<file path="src/sv/assert_macros.svh">
// assertion helpers included by shared_array_multi_stack
`ifndef ASSERT_MACROS_SVH
`define ASSERT_MACROS_SVH

// concurrent check on the rising clock edge, off while reset is low
`define SAMS_ASSERT(label, prop, msg) \
    label: assert property (@(posedge i_clk) disable iff (!i_rst_n) prop) else $error(msg);

// implication check on the rising clock edge, off while reset is low
`define SAMS_ASSERT_IMP(label, pre, post, msg) \
    label: assert property (@(posedge i_clk) disable iff (!i_rst_n) (pre) |-> (post)) \
        else $error(msg);

`endif

</file>
<file path="src/sv/sams_pkg.sv">
// ----------------------------------------------------------------------------
// sams_pkg
// shared constants and codes of the multi stack store
// ----------------------------------------------------------------------------
`default_nettype none

package sams_pkg;

    localparam int DEPTH_DEF   = 16;
    localparam int NSTACKS_DEF = 4;
    localparam int DW_DEF      = 32;

    localparam logic [1:0] KIND_PUSH   = 2'd0;
    localparam logic [1:0] KIND_POP    = 2'd1;
    localparam logic [1:0] KIND_COUNT  = 2'd2;
    localparam logic [1:0] KIND_SEARCH = 2'd3;

    localparam logic [1:0] ST_OK     = 2'd0;
    localparam logic [1:0] ST_BADSTK = 2'd1;
    localparam logic [1:0] ST_FAIL   = 2'd2;

endpackage

`default_nettype wire

</file>
<file path="src/sv/sams_if.sv">
// ----------------------------------------------------------------------------
// sams_in_if / sams_out_if
// valid/ready channels carrying requests and results
// ----------------------------------------------------------------------------
`default_nettype none

interface sams_in_if;
    logic               valid;
    logic               ready;
    logic [1:0]         kind;
    logic [2:0]         stack_sel;
    logic signed [31:0] value;
    modport source (output valid, kind, stack_sel, value, input ready);
    modport sink   (input valid, kind, stack_sel, value, output ready);
endinterface

interface sams_out_if;
    logic               valid;
    logic               ready;
    logic [1:0]         status;
    logic signed [31:0] data;
    logic [4:0]         count;
    logic [2:0]         found_stack;
    modport source (output valid, status, data, count, found_stack, input ready);
    modport sink   (input valid, status, data, count, found_stack, output ready);
endinterface

`default_nettype wire

</file>
<file path="src/sv/shared_array_multi_stack.sv">
// ----------------------------------------------------------------------------
// shared_array_multi_stack
// several stacks living in one word store, walked by a small sequencer
// ----------------------------------------------------------------------------
// NSTACKS stacks share one store of DEPTH words. Every item is a push, pop,
// count or search and gives exactly one result item. All store traffic goes
// through a single memory port (one access per cycle, registered read data).
// A push into a full stack first slides later stacks right and then maybe
// itself left, one word at a time with a read and then a write per word. A
// search reads each stored word in stack order until it finds a match. A new
// item is taken only while the sequencer is idle; a finished result sits in
// an output register until taken. Store words outside any stack are never
// read, so no clearing pass follows reset.
// ----------------------------------------------------------------------------
`default_nettype none
`include "assert_macros.svh"

module shared_array_multi_stack #(
    parameter int DEPTH      = sams_pkg::DEPTH_DEF,
    parameter int NSTACKS    = sams_pkg::NSTACKS_DEF,
    parameter int DATA_WIDTH = sams_pkg::DW_DEF
) (
    input  wire logic   i_clk,
    input  wire logic   i_rst_n,
    sams_in_if.sink     i_in,
    sams_out_if.source  o_out
);

    localparam int SLICE = DEPTH / NSTACKS;
    localparam int AW    = $clog2(DEPTH);
    // tops point one past the last word; positions range 0 .. DEPTH
    localparam int CW    = $clog2(DEPTH + 1);
    localparam int XW    = $clog2(NSTACKS + 1);

    localparam logic [3:0] S_IDLE = 4'd0;
    localparam logic [3:0] S_DEC  = 4'd1;
    localparam logic [3:0] S_POP  = 4'd2;
    localparam logic [3:0] S_SCAN = 4'd3;
    localparam logic [3:0] S_SCMP = 4'd4;
    localparam logic [3:0] S_MR   = 4'd5;
    localparam logic [3:0] S_MRR  = 4'd6;
    localparam logic [3:0] S_MRW  = 4'd7;
    localparam logic [3:0] S_ML   = 4'd8;
    localparam logic [3:0] S_MLR  = 4'd9;
    localparam logic [3:0] S_MLW  = 4'd10;
    localparam logic [3:0] S_PUSH = 4'd11;
    localparam logic [3:0] S_OUT  = 4'd12;

    // sequencer state and latched item
    logic [3:0]            r_state;
    logic [1:0]            r_kind;
    logic [XW-1:0]         r_sel;
    logic                  r_bad;
    logic [DATA_WIDTH-1:0] r_val;
    logic [XW-1:0]         r_idx;
    logic [CW-1:0]         r_p;

    // tops and bases, entry NSTACKS is the fixed boundary
    logic [CW-1:0]         r_t [NSTACKS+1];
    logic [CW-1:0]         r_b [NSTACKS+1];

    // word store
    logic [DATA_WIDTH-1:0] mem [DEPTH];
    logic [DATA_WIDTH-1:0] r_rdata;
    logic                  we;
    logic [AW-1:0]         wa;
    logic [AW-1:0]         ra;
    logic [DATA_WIDTH-1:0] wd;

    // pending result and output register
    logic [1:0]            r_st;
    logic [DATA_WIDTH-1:0] r_dat;
    logic [4:0]            r_cnt;
    logic [2:0]            r_fnd;
    logic                  r_ovalid;
    logic [1:0]            r_ost;
    logic [31:0]           r_odat;
    logic [4:0]            r_ocnt;
    logic [2:0]            r_ofnd;

    logic [63:0]           in_wide;
    logic [63:0]           dat_wide;
    logic                  sel_ok;
    logic                  full_s;
    logic                  full_sm1;
    logic                  full_idx;
    logic [XW-1:0]         sel_p1;
    logic [XW-1:0]         sel_m1;
    logic [XW-1:0]         idx_p1;

    assign in_wide  = {32'd0, $unsigned(i_in.value)};
    assign dat_wide = 64'(r_dat);
    assign sel_ok   = {1'b0, i_in.stack_sel} < 4'(NSTACKS);
    assign sel_p1   = XW'(r_sel + 1'b1);
    assign sel_m1   = XW'(r_sel - 1'b1);
    assign idx_p1   = XW'(r_idx + 1'b1);
    // a stack is full when its top meets the next base
    assign full_s   = r_t[r_sel] == r_b[sel_p1];
    assign full_sm1 = r_t[sel_m1] == r_b[r_sel];
    assign full_idx = r_t[r_idx] == r_b[idx_p1];

    assign i_in.ready        = r_state == S_IDLE;
    assign o_out.valid       = r_ovalid;
    assign o_out.status      = r_ost;
    assign o_out.data        = $signed(r_odat);
    assign o_out.count       = r_ocnt;
    assign o_out.found_stack = r_ofnd;

    // memory port control
    always_comb begin
        we = 1'b0;
        wa = AW'(r_p);
        wd = r_rdata;
        ra = AW'(r_p);
        unique case (r_state)
            S_DEC:   ra = AW'(r_t[r_sel] - 1'b1);
            S_MRR:   ra = AW'(r_p - 1'b1);
            S_MRW:   we = 1'b1;
            S_MLW: begin
                we = 1'b1;
                wa = AW'(r_p - 1'b1);
            end
            S_PUSH: begin
                we = 1'b1;
                wa = AW'(r_t[r_sel]);
                wd = r_val;
            end
            default: ;
        endcase
    end

    always_ff @(posedge i_clk) begin
        if (we) begin
            mem[wa] <= wd;
        end
        r_rdata <= mem[ra];
    end

    // sequencer
    always_ff @(posedge i_clk) begin
        if (!i_rst_n) begin
            r_state  <= S_IDLE;
            r_ovalid <= 1'b0;
            for (int i = 0; i <= NSTACKS; i++) begin
                r_t[i] <= CW'(i * SLICE);
                r_b[i] <= CW'(i * SLICE);
            end
        end else begin
            if (r_ovalid && o_out.ready) begin
                r_ovalid <= 1'b0;
            end
            unique case (r_state)
                S_IDLE: begin
                    if (i_in.valid) begin
                        r_kind  <= i_in.kind;
                        r_sel   <= XW'(i_in.stack_sel);
                        r_bad   <= !sel_ok;
                        r_val   <= in_wide[DATA_WIDTH-1:0];
                        r_st    <= sams_pkg::ST_OK;
                        r_dat   <= '0;
                        r_cnt   <= '0;
                        r_fnd   <= '0;
                        r_state <= S_DEC;
                    end
                end
                S_DEC: begin
                    if (r_kind == sams_pkg::KIND_SEARCH) begin
                        r_idx   <= '0;
                        r_p     <= r_b[0];
                        r_state <= S_SCAN;
                    end else if (r_bad) begin
                        r_st    <= sams_pkg::ST_BADSTK;
                        r_state <= S_OUT;
                    end else if (r_kind == sams_pkg::KIND_POP) begin
                        if (r_t[r_sel] != r_b[r_sel]) begin
                            r_state <= S_POP;
                        end else begin
                            r_st    <= sams_pkg::ST_FAIL;
                            r_state <= S_OUT;
                        end
                    end else if (r_kind == sams_pkg::KIND_COUNT) begin
                        r_cnt   <= 5'(r_t[r_sel] - r_b[r_sel]);
                        r_state <= S_OUT;
                    end else if (!full_s) begin
                        r_state <= S_PUSH;
                    end else begin
                        r_idx   <= XW'(NSTACKS - 1);
                        r_state <= S_MR;
                    end
                end
                S_POP: begin
                    r_dat      <= r_rdata;
                    r_t[r_sel] <= r_t[r_sel] - 1'b1;
                    r_state    <= S_OUT;
                end
                // search: stacks in order, words in each
                S_SCAN: begin
                    if (r_idx == XW'(NSTACKS)) begin
                        r_st    <= sams_pkg::ST_FAIL;
                        r_state <= S_OUT;
                    end else if (r_p == r_t[r_idx]) begin
                        r_idx <= idx_p1;
                        r_p   <= r_b[idx_p1];
                    end else begin
                        r_state <= S_SCMP;
                    end
                end
                S_SCMP: begin
                    if (r_rdata == r_val) begin
                        r_fnd   <= 3'(r_idx);
                        r_state <= S_OUT;
                    end else begin
                        r_p     <= r_p + 1'b1;
                        r_state <= S_SCAN;
                    end
                end
                // slide later stacks right, last one first
                S_MR: begin
                    if (r_idx == r_sel) begin
                        r_state <= S_ML;
                    end else if (full_idx) begin
                        r_idx <= r_idx - 1'b1;
                    end else begin
                        r_p     <= r_t[r_idx];
                        r_state <= S_MRR;
                    end
                end
                S_MRR: begin
                    if (r_p == r_b[r_idx]) begin
                        r_t[r_idx] <= r_t[r_idx] + 1'b1;
                        r_b[r_idx] <= r_b[r_idx] + 1'b1;
                        r_idx      <= r_idx - 1'b1;
                        r_state    <= S_MR;
                    end else begin
                        r_state <= S_MRW;
                    end
                end
                S_MRW: begin
                    r_p     <= r_p - 1'b1;
                    r_state <= S_MRR;
                end
                // still full: slide this stack left if the one below has room
                S_ML: begin
                    if (!full_s) begin
                        r_state <= S_PUSH;
                    end else if (r_sel != '0 && !full_sm1) begin
                        r_p     <= r_b[r_sel];
                        r_state <= S_MLR;
                    end else begin
                        r_st    <= sams_pkg::ST_FAIL;
                        r_state <= S_OUT;
                    end
                end
                S_MLR: begin
                    if (r_p == r_t[r_sel]) begin
                        r_t[r_sel] <= r_t[r_sel] - 1'b1;
                        r_b[r_sel] <= r_b[r_sel] - 1'b1;
                        r_state    <= S_PUSH;
                    end else begin
                        r_state <= S_MLW;
                    end
                end
                S_MLW: begin
                    r_p     <= r_p + 1'b1;
                    r_state <= S_MLR;
                end
                S_PUSH: begin
                    r_t[r_sel] <= r_t[r_sel] + 1'b1;
                    r_state    <= S_OUT;
                end
                S_OUT: begin
                    if (!r_ovalid || o_out.ready) begin
                        r_ovalid <= 1'b1;
                        r_ost    <= r_st;
                        r_odat   <= dat_wide[31:0];
                        r_ocnt   <= r_cnt;
                        r_ofnd   <= r_fnd;
                        r_state  <= S_IDLE;
                    end
                end
                default: r_state <= S_IDLE;
            endcase
        end
    end

    // stack 0 never moves and the boundary is fixed
    `SAMS_ASSERT(a_fixed_ends, (r_b[0] == '0 && r_b[NSTACKS] == CW'(NSTACKS * SLICE)), "base moved")
    // a search never reports a bad stack index
    `SAMS_ASSERT_IMP(a_search_st, (r_state == S_OUT && r_kind == sams_pkg::KIND_SEARCH), (r_st != sams_pkg::ST_BADSTK), "bad status on search")
    // a new result only comes out of the result state
    `SAMS_ASSERT_IMP(a_out_src, $rose(r_ovalid), ($past(r_state) == S_OUT), "result out of sequence")

endmodule

`default_nettype wire
</file>
<file path="src/flat_wrapper.sv">
// flat-port wrapper written by rule: the top's interface ports become plain ports
module shared_array_multi_stack_flat 
#(
    parameter int DEPTH      = sams_pkg::DEPTH_DEF,
    parameter int NSTACKS    = sams_pkg::NSTACKS_DEF,
    parameter int DATA_WIDTH = sams_pkg::DW_DEF
)
  (i_clk, i_rst_n, i_in_valid, i_in_kind, i_in_stack_sel, i_in_value, i_in_ready, o_out_valid, o_out_status, o_out_data, o_out_count, o_out_found_stack, o_out_ready);
  sams_in_if i_in_i ();
  sams_out_if o_out_i ();
  input  wire logic i_clk;
  input  wire logic i_rst_n;
  input wire logic [$bits(i_in_i.valid)-1:0] i_in_valid;
  input wire logic [$bits(i_in_i.kind)-1:0] i_in_kind;
  input wire logic [$bits(i_in_i.stack_sel)-1:0] i_in_stack_sel;
  input wire logic [$bits(i_in_i.value)-1:0] i_in_value;
  output wire logic [$bits(i_in_i.ready)-1:0] i_in_ready;
  output wire logic [$bits(o_out_i.valid)-1:0] o_out_valid;
  output wire logic [$bits(o_out_i.status)-1:0] o_out_status;
  output wire logic [$bits(o_out_i.data)-1:0] o_out_data;
  output wire logic [$bits(o_out_i.count)-1:0] o_out_count;
  output wire logic [$bits(o_out_i.found_stack)-1:0] o_out_found_stack;
  input wire logic [$bits(o_out_i.ready)-1:0] o_out_ready;
  assign i_in_i.valid = i_in_valid;
  assign i_in_i.kind = i_in_kind;
  assign i_in_i.stack_sel = i_in_stack_sel;
  assign i_in_i.value = i_in_value;
  assign i_in_ready = i_in_i.ready;
  assign o_out_valid = o_out_i.valid;
  assign o_out_status = o_out_i.status;
  assign o_out_data = o_out_i.data;
  assign o_out_count = o_out_i.count;
  assign o_out_found_stack = o_out_i.found_stack;
  assign o_out_i.ready = o_out_ready;
  shared_array_multi_stack #(.DEPTH(DEPTH), .NSTACKS(NSTACKS), .DATA_WIDTH(DATA_WIDTH)) u_core (.i_clk(i_clk), .i_rst_n(i_rst_n), .i_in(i_in_i), .o_out(o_out_i));
endmodule
</file>
<file path="config.mk">
export PLATFORM = sky130hd
export DESIGN_NAME = shared_array_multi_stack_flat
export DESIGN_NICKNAME = d
export VERILOG_FILES = /design/src/sv/sams_pkg.sv /design/src/sv/sams_if.sv /design/src/sv/shared_array_multi_stack.sv /design/src/flat_wrapper.sv
export VERILOG_INCLUDE_DIRS = /design/src /design/src/sv
export SDC_FILE = /design/constraint.sdc
export NUM_CORES = 1
export LEC_CHECK = 0
export BUFFER_PORTS_ARGS = -buffer_cell sky130_fd_sc_hd__buf_2
export CORE_MARGIN = 10
export CORE_UTILIZATION = 55
export CTS_CLUSTER_SIZE = 20
export DETAILED_ROUTE_END_ITERATION = 10
export PLACE_DENSITY_LB_ADDON = 0.3
export SETUP_SLACK_MARGIN = 0.5
export SKIP_LAST_GASP = 1
export SLEW_MARGIN = 20
export SYNTH_ARGS = -nofsm -noshare
export SYNTH_HDL_FRONTEND = slang
export SYNTH_SLANG_ARGS = --single-unit
</file>
<file path="constraint.sdc">
create_clock -name i_clk -period 6.8 [get_ports i_clk]
set_input_delay 1.36 -clock i_clk [delete_from_list [all_inputs] [get_ports i_clk]]
set_output_delay 1.36 -clock i_clk [all_outputs]
set_load 0.05 [all_outputs]
</file>
Word-level counts from Yosys, hierarchy flattened
Memories as Yosys holds them, arrays and structs flattened. A register that Yosys moved wholly into a read port is not among the register bits.
Index checks and enable logic that the tools add are counted.
{ "totals": {"ff_bits": 135, "ramBits": 562, "input_bits": 41, "elab_cells": 215, "memories": 3} }
{ "mem_list": {"columns": ["name", "depth", "width", "rd", "rd_ports_with_merged_regs", "wr", "line_no", "source"], "rows": [
  ["u_core.mem", 16, 32, 1, 1, 1, "shared_array_multi_stack.sv:63", "logic [DATA_WIDTH-1:0] mem [DEPTH];"],
  ["u_core.r_b", 5, 5, 5, 2, 5, "shared_array_multi_stack.sv:60", "logic [CW-1:0] r_b [NSTACKS+1];"],
  ["u_core.r_t", 5, 5, 3, 2, 5, "shared_array_multi_stack.sv:59", "logic [CW-1:0] r_t [NSTACKS+1];"]
]} }
{ "classes": {"n_addsub": 12, "magnitude_cmp": 1, "n_eq_ne": 52, "muxes": 100, "bitwise": 2, "reduce_logical": 29} }
{ "op_table": {"columns": ["operator", "n"], "rows": [
  ["2-to-1 mux 5 bit", 19],
  ["2-to-1 mux 32 bit", 2],
  ["one-hot mux 32 bit (2 select lines)", 1],
  ["2-to-1 mux 3 bit", 21],
  ["2-to-1 mux 4 bit", 14],
  ["one-hot mux 4 bit (12 select lines)", 1],
  ["one-hot mux 5 bit (7 select lines)", 1],
  ["equality test 32 bit", 1],
  ["equality test 5 bit", 6],
  ["2-to-1 mux 1 bit", 26],
  ["adder 5 x 1 -> 5 bit (second input constant)", 4],
  ["equality test 4 bit (second input constant)", 5],
  ["inequality test 2 x 1 -> 1 bit (second input constant)", 10],
  ["OR reduction 5 bit", 4],
  ["2-to-1 mux 2 bit", 9],
  ["inequality test 2 bit (second input constant)", 9],
  ["equality test 4 x 3 -> 1 bit (second input constant)", 4],
  ["one-hot mux 4 bit (2 select lines)", 2],
  ["subtractor 5 x 1 -> 5 bit (second input constant)", 3],
  ["inequality test 3 x 2 -> 1 bit (second input constant)", 4],
  ["one-hot mux 3 bit (4 select lines)", 1],
  ["AND reduction 11 bit", 1],
  ["one-hot mux 5 bit (2 select lines)", 1],
  ["AND reduction 10 bit", 1],
  ["other kinds (30)", 46]
]} }

Logic depth before layout (Yosys ltp)
Gate-level depths: netlist of run 1.
{ "logic_depth": {"ltp_word": 10, "ltp_mapped": 15, "depth_no_buf": 10} }

Worst setup path before layout of run 1
No wires, ideal clock.
{ "synth_timing": {"kind": "input port to flip-flop", "start": "input port i_rst_n", "end": "register u_core.r_ocnt[0] (netlist: u_core.o_out.count[0]), enable pin", "t_arrival_ns": 5.890, "slack_ns": 0.364, "stages": 3, "cell_sequence": "clkbuf_1 > inv_1 > nor4_1"} }
{ "synth_between": {"elab_chain_len": 1} }
{ "synth_rtl": {"columns": ["element", "line_no", "source"], "rows": [
  ["start: declaration", "flat_wrapper.sv:12", "input wire logic i_rst_n;"],
  ["AND reduction 3 bit (no line)", null, null],
  ["end signal: assignment", "shared_array_multi_stack.sv:276", "r_ocnt <= r_cnt;"],
  ["end: declaration", "shared_array_multi_stack.sv:78", "logic [4:0] r_ocnt;"]
]} }
No other way between the ends.
A chain may end at the register's enable or synchronous reset.

==> results of run 1 <==
==> power breakdown <==
part	internal (W)	total [W]	leakage (nW)	switching, W
clock	0.00233	0.00409	1.19	0.00176
combinational	0.00198	0.00607	4.60	0.00409
sequential	0.00605	0.00647	6.90	0.000415
total	0.0104	0.0166	12.7	0.00627
==> layout make-up <==
type,count,share of cell area
flip-flops and latches,764,0.601
multi-input cells,1530,0.282
clock buffers,110,0.0572
well taps,782,0.0261
repair buffers,126,0.0216
clock inverters,33,0.00791
inverters,41,0.00411
==> kinds of logic after synthesis <==
| kind of cell | count (synthesis) | synth area share |
|---|---|---|
| AO/OA/AOI/OAI | 509 | 0.107 |
| XOR/XNOR | 82 | 0.0217 |
| adder cells (fa/ha/maj) | 21 | 0.00801 |
| buffers and inverters | 206 | 0.0261 |
| flip-flops | 764 | 0.667 |
| multiplexers | 125 | 0.0624 |
| AND/OR/NAND/NOR | 793 | 0.108 |
==> per-layer routing <==
metal,vias up,global-route usage,share of wire,wire length [microns]
met5,-,0,0,0
met4,0,0.0798,0.028,2460
met3,163,0.0578,0.11,9210
met2,1114,0.361,0.45,39300
met1,10800,0.337,0.41,35600
li1,9609,-,-,-
==> layout by cell type, fill, tap and decap left out, types with 5 or more instances in the layout <==
cell type / instances
a21oi_1: 97
nor2_1: 108
a22o_1: 8
xor2_1: 15
mux4_2: 49
or2_2: 5
a21o_1: 8
nand2_1: 405
ha_1: 20
mux4_1: 9
mux2i_4: 5
clkbuf_16: 79
clkinv_1: 14
edfxtp_1: 721
inv_1: 37
nand4_1: 13
o21ai_0: 21
xnor2_1: 65
and3_1: 36
a31oi_1: 71
nor3_1: 20
mux2_2: 5
buf_2: 84
nand3_1: 22
and2_1: 130
buf_4: 36
a311oi_1: 64
nand2b_1: 8
clkinv_2: 11
dfxtp_1: 43
nor2_4: 17
clkbuf_8: 5
o22ai_1: 12
buf_12: 6
a211oi_1: 161
mux2i_1: 51
clkbuf_1: 26
a22oi_1: 14
==> critical path, cell delays in order (launching register included) <==
cell and delay, ns:
dfxtp_1 0.77, buf_4 0.45, mux2i_1 0.13, a22oi_1 0.30, nand2_1 0.36, ha_1 0.51, o221a_4 0.87, buf_4 0.53
and2_1 0.19, a211oi_1 0.05, a311oi_1 0.33, a211oi_1 0.11, a21oi_1 0.17
==> registers in the layout, indices dropped and copies added (netlist names), 2 cells and up, named ones only <==
signal,flops
u_core.r_p,5
u_core.r_dat,32
u_core.o_out.status,2
u_core.r_fnd,3
u_core.r_val,32
u_core.mem,512
u_core.o_out.found_stack,3
u_core.r_kind,2
u_core.o_out.data,32
u_core.o_out.count,5
u_core.r_rdata,32
u_core.r_sel,2
u_core.r_state,4
u_core.r_st,2
u_core.r_cnt,5
u_core.r_b,40
u_core.r_idx,3
u_core.r_t,40
==> metrics by stage <==
| step | power [W] | utilization | setup slack (ns) |
|---|---|---|---|
| 3_3_place_gp | 0.0123 | 0.578 | 2.02 |
| 3_5_place_dp | 0.0125 | 0.578 | 1.95 |
| 5_1_grt | 0.0174 | 0.619 | 1.54 |
| 2_1_floorplan | 0.0108 | - | 1.33 |
| 6_report | 0.0166 | 0.619 | 1.84 |
| 4_1_cts | 0.0166 | 0.618 | 1.93 |
==> final timing paths <==
check	from	slack, ns	to
max	flop	1.84	u_core.r_rdata[19]
min	u_core.r_dat[6]	0.42	u_core.o_out.data[6]
max reg2reg	flop	1.84	u_core.r_rdata[19]
min reg2reg	u_core.r_dat[6]	0.42	u_core.o_out.data[6]
==> impl_results.md, run 1 <==
* Outcome: complete, no violations
* Area leader, netlist: edfxtp_1
* Num ports at 85
* Final layout net count at between 2,000 and 3,000
* Synth cell count leaders: 721 x edfxtp_1, 405 x nand2_1, 161 x a211oi_1
* First-pass GRT wire length at 129 mm
* Number of synthesized flops with an enable pin at slightly above 700
* Final hold vios at 0
* Post-synthesis cell count at 2,500
* DP Area at roughly 35,000 sq um
* Max-cap viol count at 0
* Top post-synthesis cells by area: edfxtp_1 64%, nand2_1 4.5%, a211oi_1 3.6%
* Slew margin rel. at 0.238
* Synthesis-stage register bit count at between 700 and 800
* CTS max path bufs at 3
* Sequential-to-total area share from yosys stat at 0.667
* Gpl congestion at approximately 0.95
* Non-filler cells, final at roughly 3,400
* Mean Syn Cell Area at roughly 13 sq um
* RSZ-0062 raised after global routing: false
* Worst EP required at around 7.3 ns
* Area of the multi-input gates at 10,600 sq um
* Synth top area share at 0.642
* Hold-fix buffers, CTS at 0
* Most common cell in the netlist: edfxtp_1
* Remaining DRCs at 0
* Ys async rst share at 0
* Initial Util at 0.557
* Core Footprint at between 60,000 and 70,000 sq um
* Antenna fix cells at 0
* Clock-pin slew of the registers on the worst-case setup and hold paths at 0.06 ns
* Area occupied by registers at roughly 23,000 sq um
* TritonCTS buffer count at 78
* Clock skew at 0.0287 ns
* YS warnings at 0
* Largest net degree at the start of global routing at just over 200
* Layout cells sized above 1 at 0.133
* Fin area at about 37,000 sq um
* Routed WL at about 87 mm
* PortBufs at 84
* Worst Path Max Fanout at 90
* CTS tree: built
* Fin Hold WS at about 0.42 ns
* Final setup viols at 0
* DP HPWL at between 50 and 60 mm
* TritonRoute pass-1 iters at 6
* Root Driver: clkbuf_16
* Chip height at 268 microns
* Final min period at between 4 and 5 ns
* Total track usage at 0.239
* Die area at just over 70,000 sq um
* Post-DR wirelength/cell at about 26 microns
* Area grow syn2layout at 11.0%
* Initial antenna violation count at 0
* Post-Syn Nets at approximately 2,600
* Die width at ~270 microns
* CP endpoint kind: flop
* R2R cell count at 12
* Overflow after GRT at 0
* Post-CTS Setup Repair Bufs at 0
* Critical path class: flop to flop
* Slew Viols, Final at 0
* Fill count at roughly 4,500
* Setup_tns at 0 ns
* Initial DRC count at between 2,000 and 3,000
* Unique masters post-synth at 83
* Placed cell count at between 3,000 and 4,000
* Final period util at 0.730
* Routed Antenna Nets at 0
* Clock sinks at around 760
* Vias per cell at between 6 and 7
* Vias in the first global route at between 20,000 and 25,000
* Kind of start point of the critical path: flop
* Power Density at 444 nW/um^2
* Leakage power at 12.7 nW
* Hold WC Path Type: flop to flop
* Clk Latency, worst-skew pair at 0.64 ns
* Most used DFF post-synth: edfxtp_1
* Vias at ~22,000
* Fmax at a little over 200 MHz
* Worst-margin pin slew at between 1 and 1.5 ns
* CTS H-Tree Depth at 3
* Cell Area, Synth at around 34,000 sq um
* CTS resizes at 0
* Critical path arrival at 5.51 ns
* Num rows at 90
* Max VDD drop at just over 500 uV
* Worst hold path depth at 0
No activity file was read; power rests on OpenSTA's default activity.
==> run 2, diff against run 1 <==
- clock period: 6.8 -> 4.73 ns (I/O delays scaled with it)
==> run 2 against run 1 <==
  * Utilization grew 1.1 points
  * Total power grew 47%
  * Count of clock-buffer cells in the layout shrank 8
  * Setup slack lost 1.1 ns
  * Register-to-register slack lost 1.1 ns
  * Hold slack gained 0.0028 ns
  * Flip-flop and latch count is the same
  * Final cell count grew 1.0%
  * Largest cell class unchanged
==> impl_results.md, run 2 (synthesized netlist as in run 1, its figures left out) <==
* Outcome: complete, no violations
* Die area at between 70,000 and 80,000 sq um
* CTS H-Tree Depth at 3
* Final min period at between 3 and 4 ns
* Remaining DRCs at 0
* Kind of start point of the critical path: flop
* Initial DRC count at 2,797
* Overflow after GRT at 0
* Post-DR wirelength/cell at around 26 microns
* Vias at around 22,000
* Initial Util at 0.557
* Critical path arrival at 4.27 ns
* Core Footprint at around 61,000 sq um
* Clock-pin slew of the registers on the worst-case setup and hold paths at 0.06 ns
* Clk network pwr share at 0.251
* Leakage power at 13.0 nW
* Hold-fix buffers, CTS at 0
* TritonCTS buffer count at 79
* Critical path class: flop to flop
* Setup_tns at 0 ns
* Num ports at 85
* Most used cell, CP: mux2i_1
* Seq pwr share at 0.380
* Routed Antenna Nets at 0
* First-pass GRT wire length at 131 mm
* Routed WL at 88.0 mm
* Worst path cell trace: mux4_2, mux2i_1, xnor2_1, nand3_1, nor3_4, mux2i_1, o21bai_1, nand2_1
* Max reg flops at a little over 500
* Combinational share of power at 0.369
* Sw Pwr at just over 0.009 W
* Initial antenna violation count at 0
* Hold WC Path Type: flop to flop
* Worst EP required at 5.03 ns
* RSZ-0062 raised after global routing: true
* DP HPWL at ~54 mm
* Switching share of power at 0.373
* Max-cap viol count at 0
* Clock skew at between 0.02 and 0.03 ns
* Power Density at ~640 nW/um^2
* DP Area at 35,500 sq um
* Final hold vios at 0
* CTS tree: built
* Final setup viols at 0
* Area grow syn2layout at 13.0%
* P_int at 0.0153 W
* Largest registers: u_core.mem (512), u_core.r_b (40), u_core.r_t (40)
* TritonRoute pass-1 iters at 5
* Slew Viols, Final at 0
* Max VDD drop at roughly 560 uV
* Antenna fix cells at 0
* Worst Path Max Fanout at 8
* Fmax at between 200 and 300 MHz
* PortBufs at 84
* Crit path largest cell delay at 0.69 ns
* Clock sinks at around 760
* Most frequent cells in the layout: 721 x edfxtp_1, 405 x nand2_1, 161 x a211oi_1
* Fill count at roughly 4,400
* Fin area at approximately 38,000 sq um
* Final layout net count at between 2,000 and 3,000
* Num rows at 90
* Slowest stage cell on the critical path: dfxtp_1
* Total track usage at 0.241
* Worst-margin pin slew at 1.03 ns
* Buffers and inverters on the worst path at 0
* Final period util at 0.841
* Chip height at roughly 270 microns
* Largest net degree at the start of global routing at 92
* Layout cells sized above 1 at 0.146
* R2R setup slack at about 0.75 ns
* CP endpoint kind: flop
* Crit path max-delay family: multiplexers
* Vias in the first global route at 21,100
* Gpl congestion at 0.950
* Top reg by flops: u_core.mem
* Clk Latency, worst-skew pair at between 0.6 and 0.7 ns
* Slew margin rel. at 0.309
* CTS max path bufs at 3
* Die width at about 270 microns
* Root Driver: clkbuf_16
* Most common cell after layout, fill and taps aside: edfxtp_1
* Vias per cell at around 6.4
## run 2: cell count changes in the layout (fill, tap and decap cells not counted), moves of 2 or more
cell and change:
buf_12 +20, buf_4 +12, bufinv_16 +3, clkbuf_1 -9, clkbuf_16 +2, clkinv_1 +6, inv_6 +4, nor4_2 -2
nor4_4 +2
## run 2: per-stage QoR
stage	hold WS [ns]	instances	setup slack [ns]	util	power (W)
floorplan	0.400	2500	0.901	-	0.0155
global placement	0.401	3275	0.610	0.586	0.0179
detailed placement	0.405	3275	0.506	0.586	0.0182
CTS	0.416	3421	0.690	0.629	0.0244
global route	0.422	3421	0.504	0.629	0.0256
finish	0.419	3421	0.753	0.629	0.0245
## run 2: power by group through the flow
stage	sequential (W)	clock, W	combinational, W
6_report	0.00930	0.00614	0.00901
5_1_grt	0.00934	0.00645	0.00982
4_1_cts	0.00927	0.00619	0.00890
3_5_place_dp	0.00940	0	0.00883
3_3_place_gp	0.00939	0	0.00852
2_1_floorplan	0.00903	0	0.00647
## run 2: final timing paths
path / cells after the start / to / startpoint
worst max register to register: 8 / u_core.r_t[2][1] / flop
worst max-delay path: 8 / u_core.r_t[2][1] / flop
worst min register to register: 0 / u_core.o_out.found_stack[0] / u_core.r_fnd[0]
worst min-delay path: 0 / u_core.o_out.found_stack[0] / u_core.r_fnd[0]
## run 2: area by class of cell
type                    instances  area, sq um  share of cell area
repair buffers                158         1300              0.0341
inverters                      41          154             0.00404
multi-input cells            1530        10600               0.278
clock buffers                 102         2150              0.0563
flip-flops and latches        764        22500               0.590
well taps                     782          978              0.0257
clock inverters                44          433              0.0114
## run 2: what timing repair did
item                                    in CTS  in global routing
setup buffers                                0                  0
resized for setup                            1                  4
endpoints found under the setup margin       3                 25
## run 2: layer usage
| metal | wire [microns] | vias to the layer above | track usage |
|---|---|---|---|
| met2 | 39700 | 1177 | 0.363 |
| met1 | 36500 | 10900 | 0.345 |
| met3 | 9410 | 158 | 0.0563 |
| met4 | 2360 | 0 | 0.0773 |
| li1 | - | 9677 | - |
| met5 | 0 | - | 0 |
## run 2: worst reg2reg max path, stage by stage, from the launching register on
cell	delay, ns
dfxtp_1	0.69
mux4_2	0.58
mux2i_1	0.51
xnor2_1	0.19
nand3_1	0.24
nor3_4	0.42
mux2i_1	0.48
o21bai_1	0.28
nand2_1	0.25
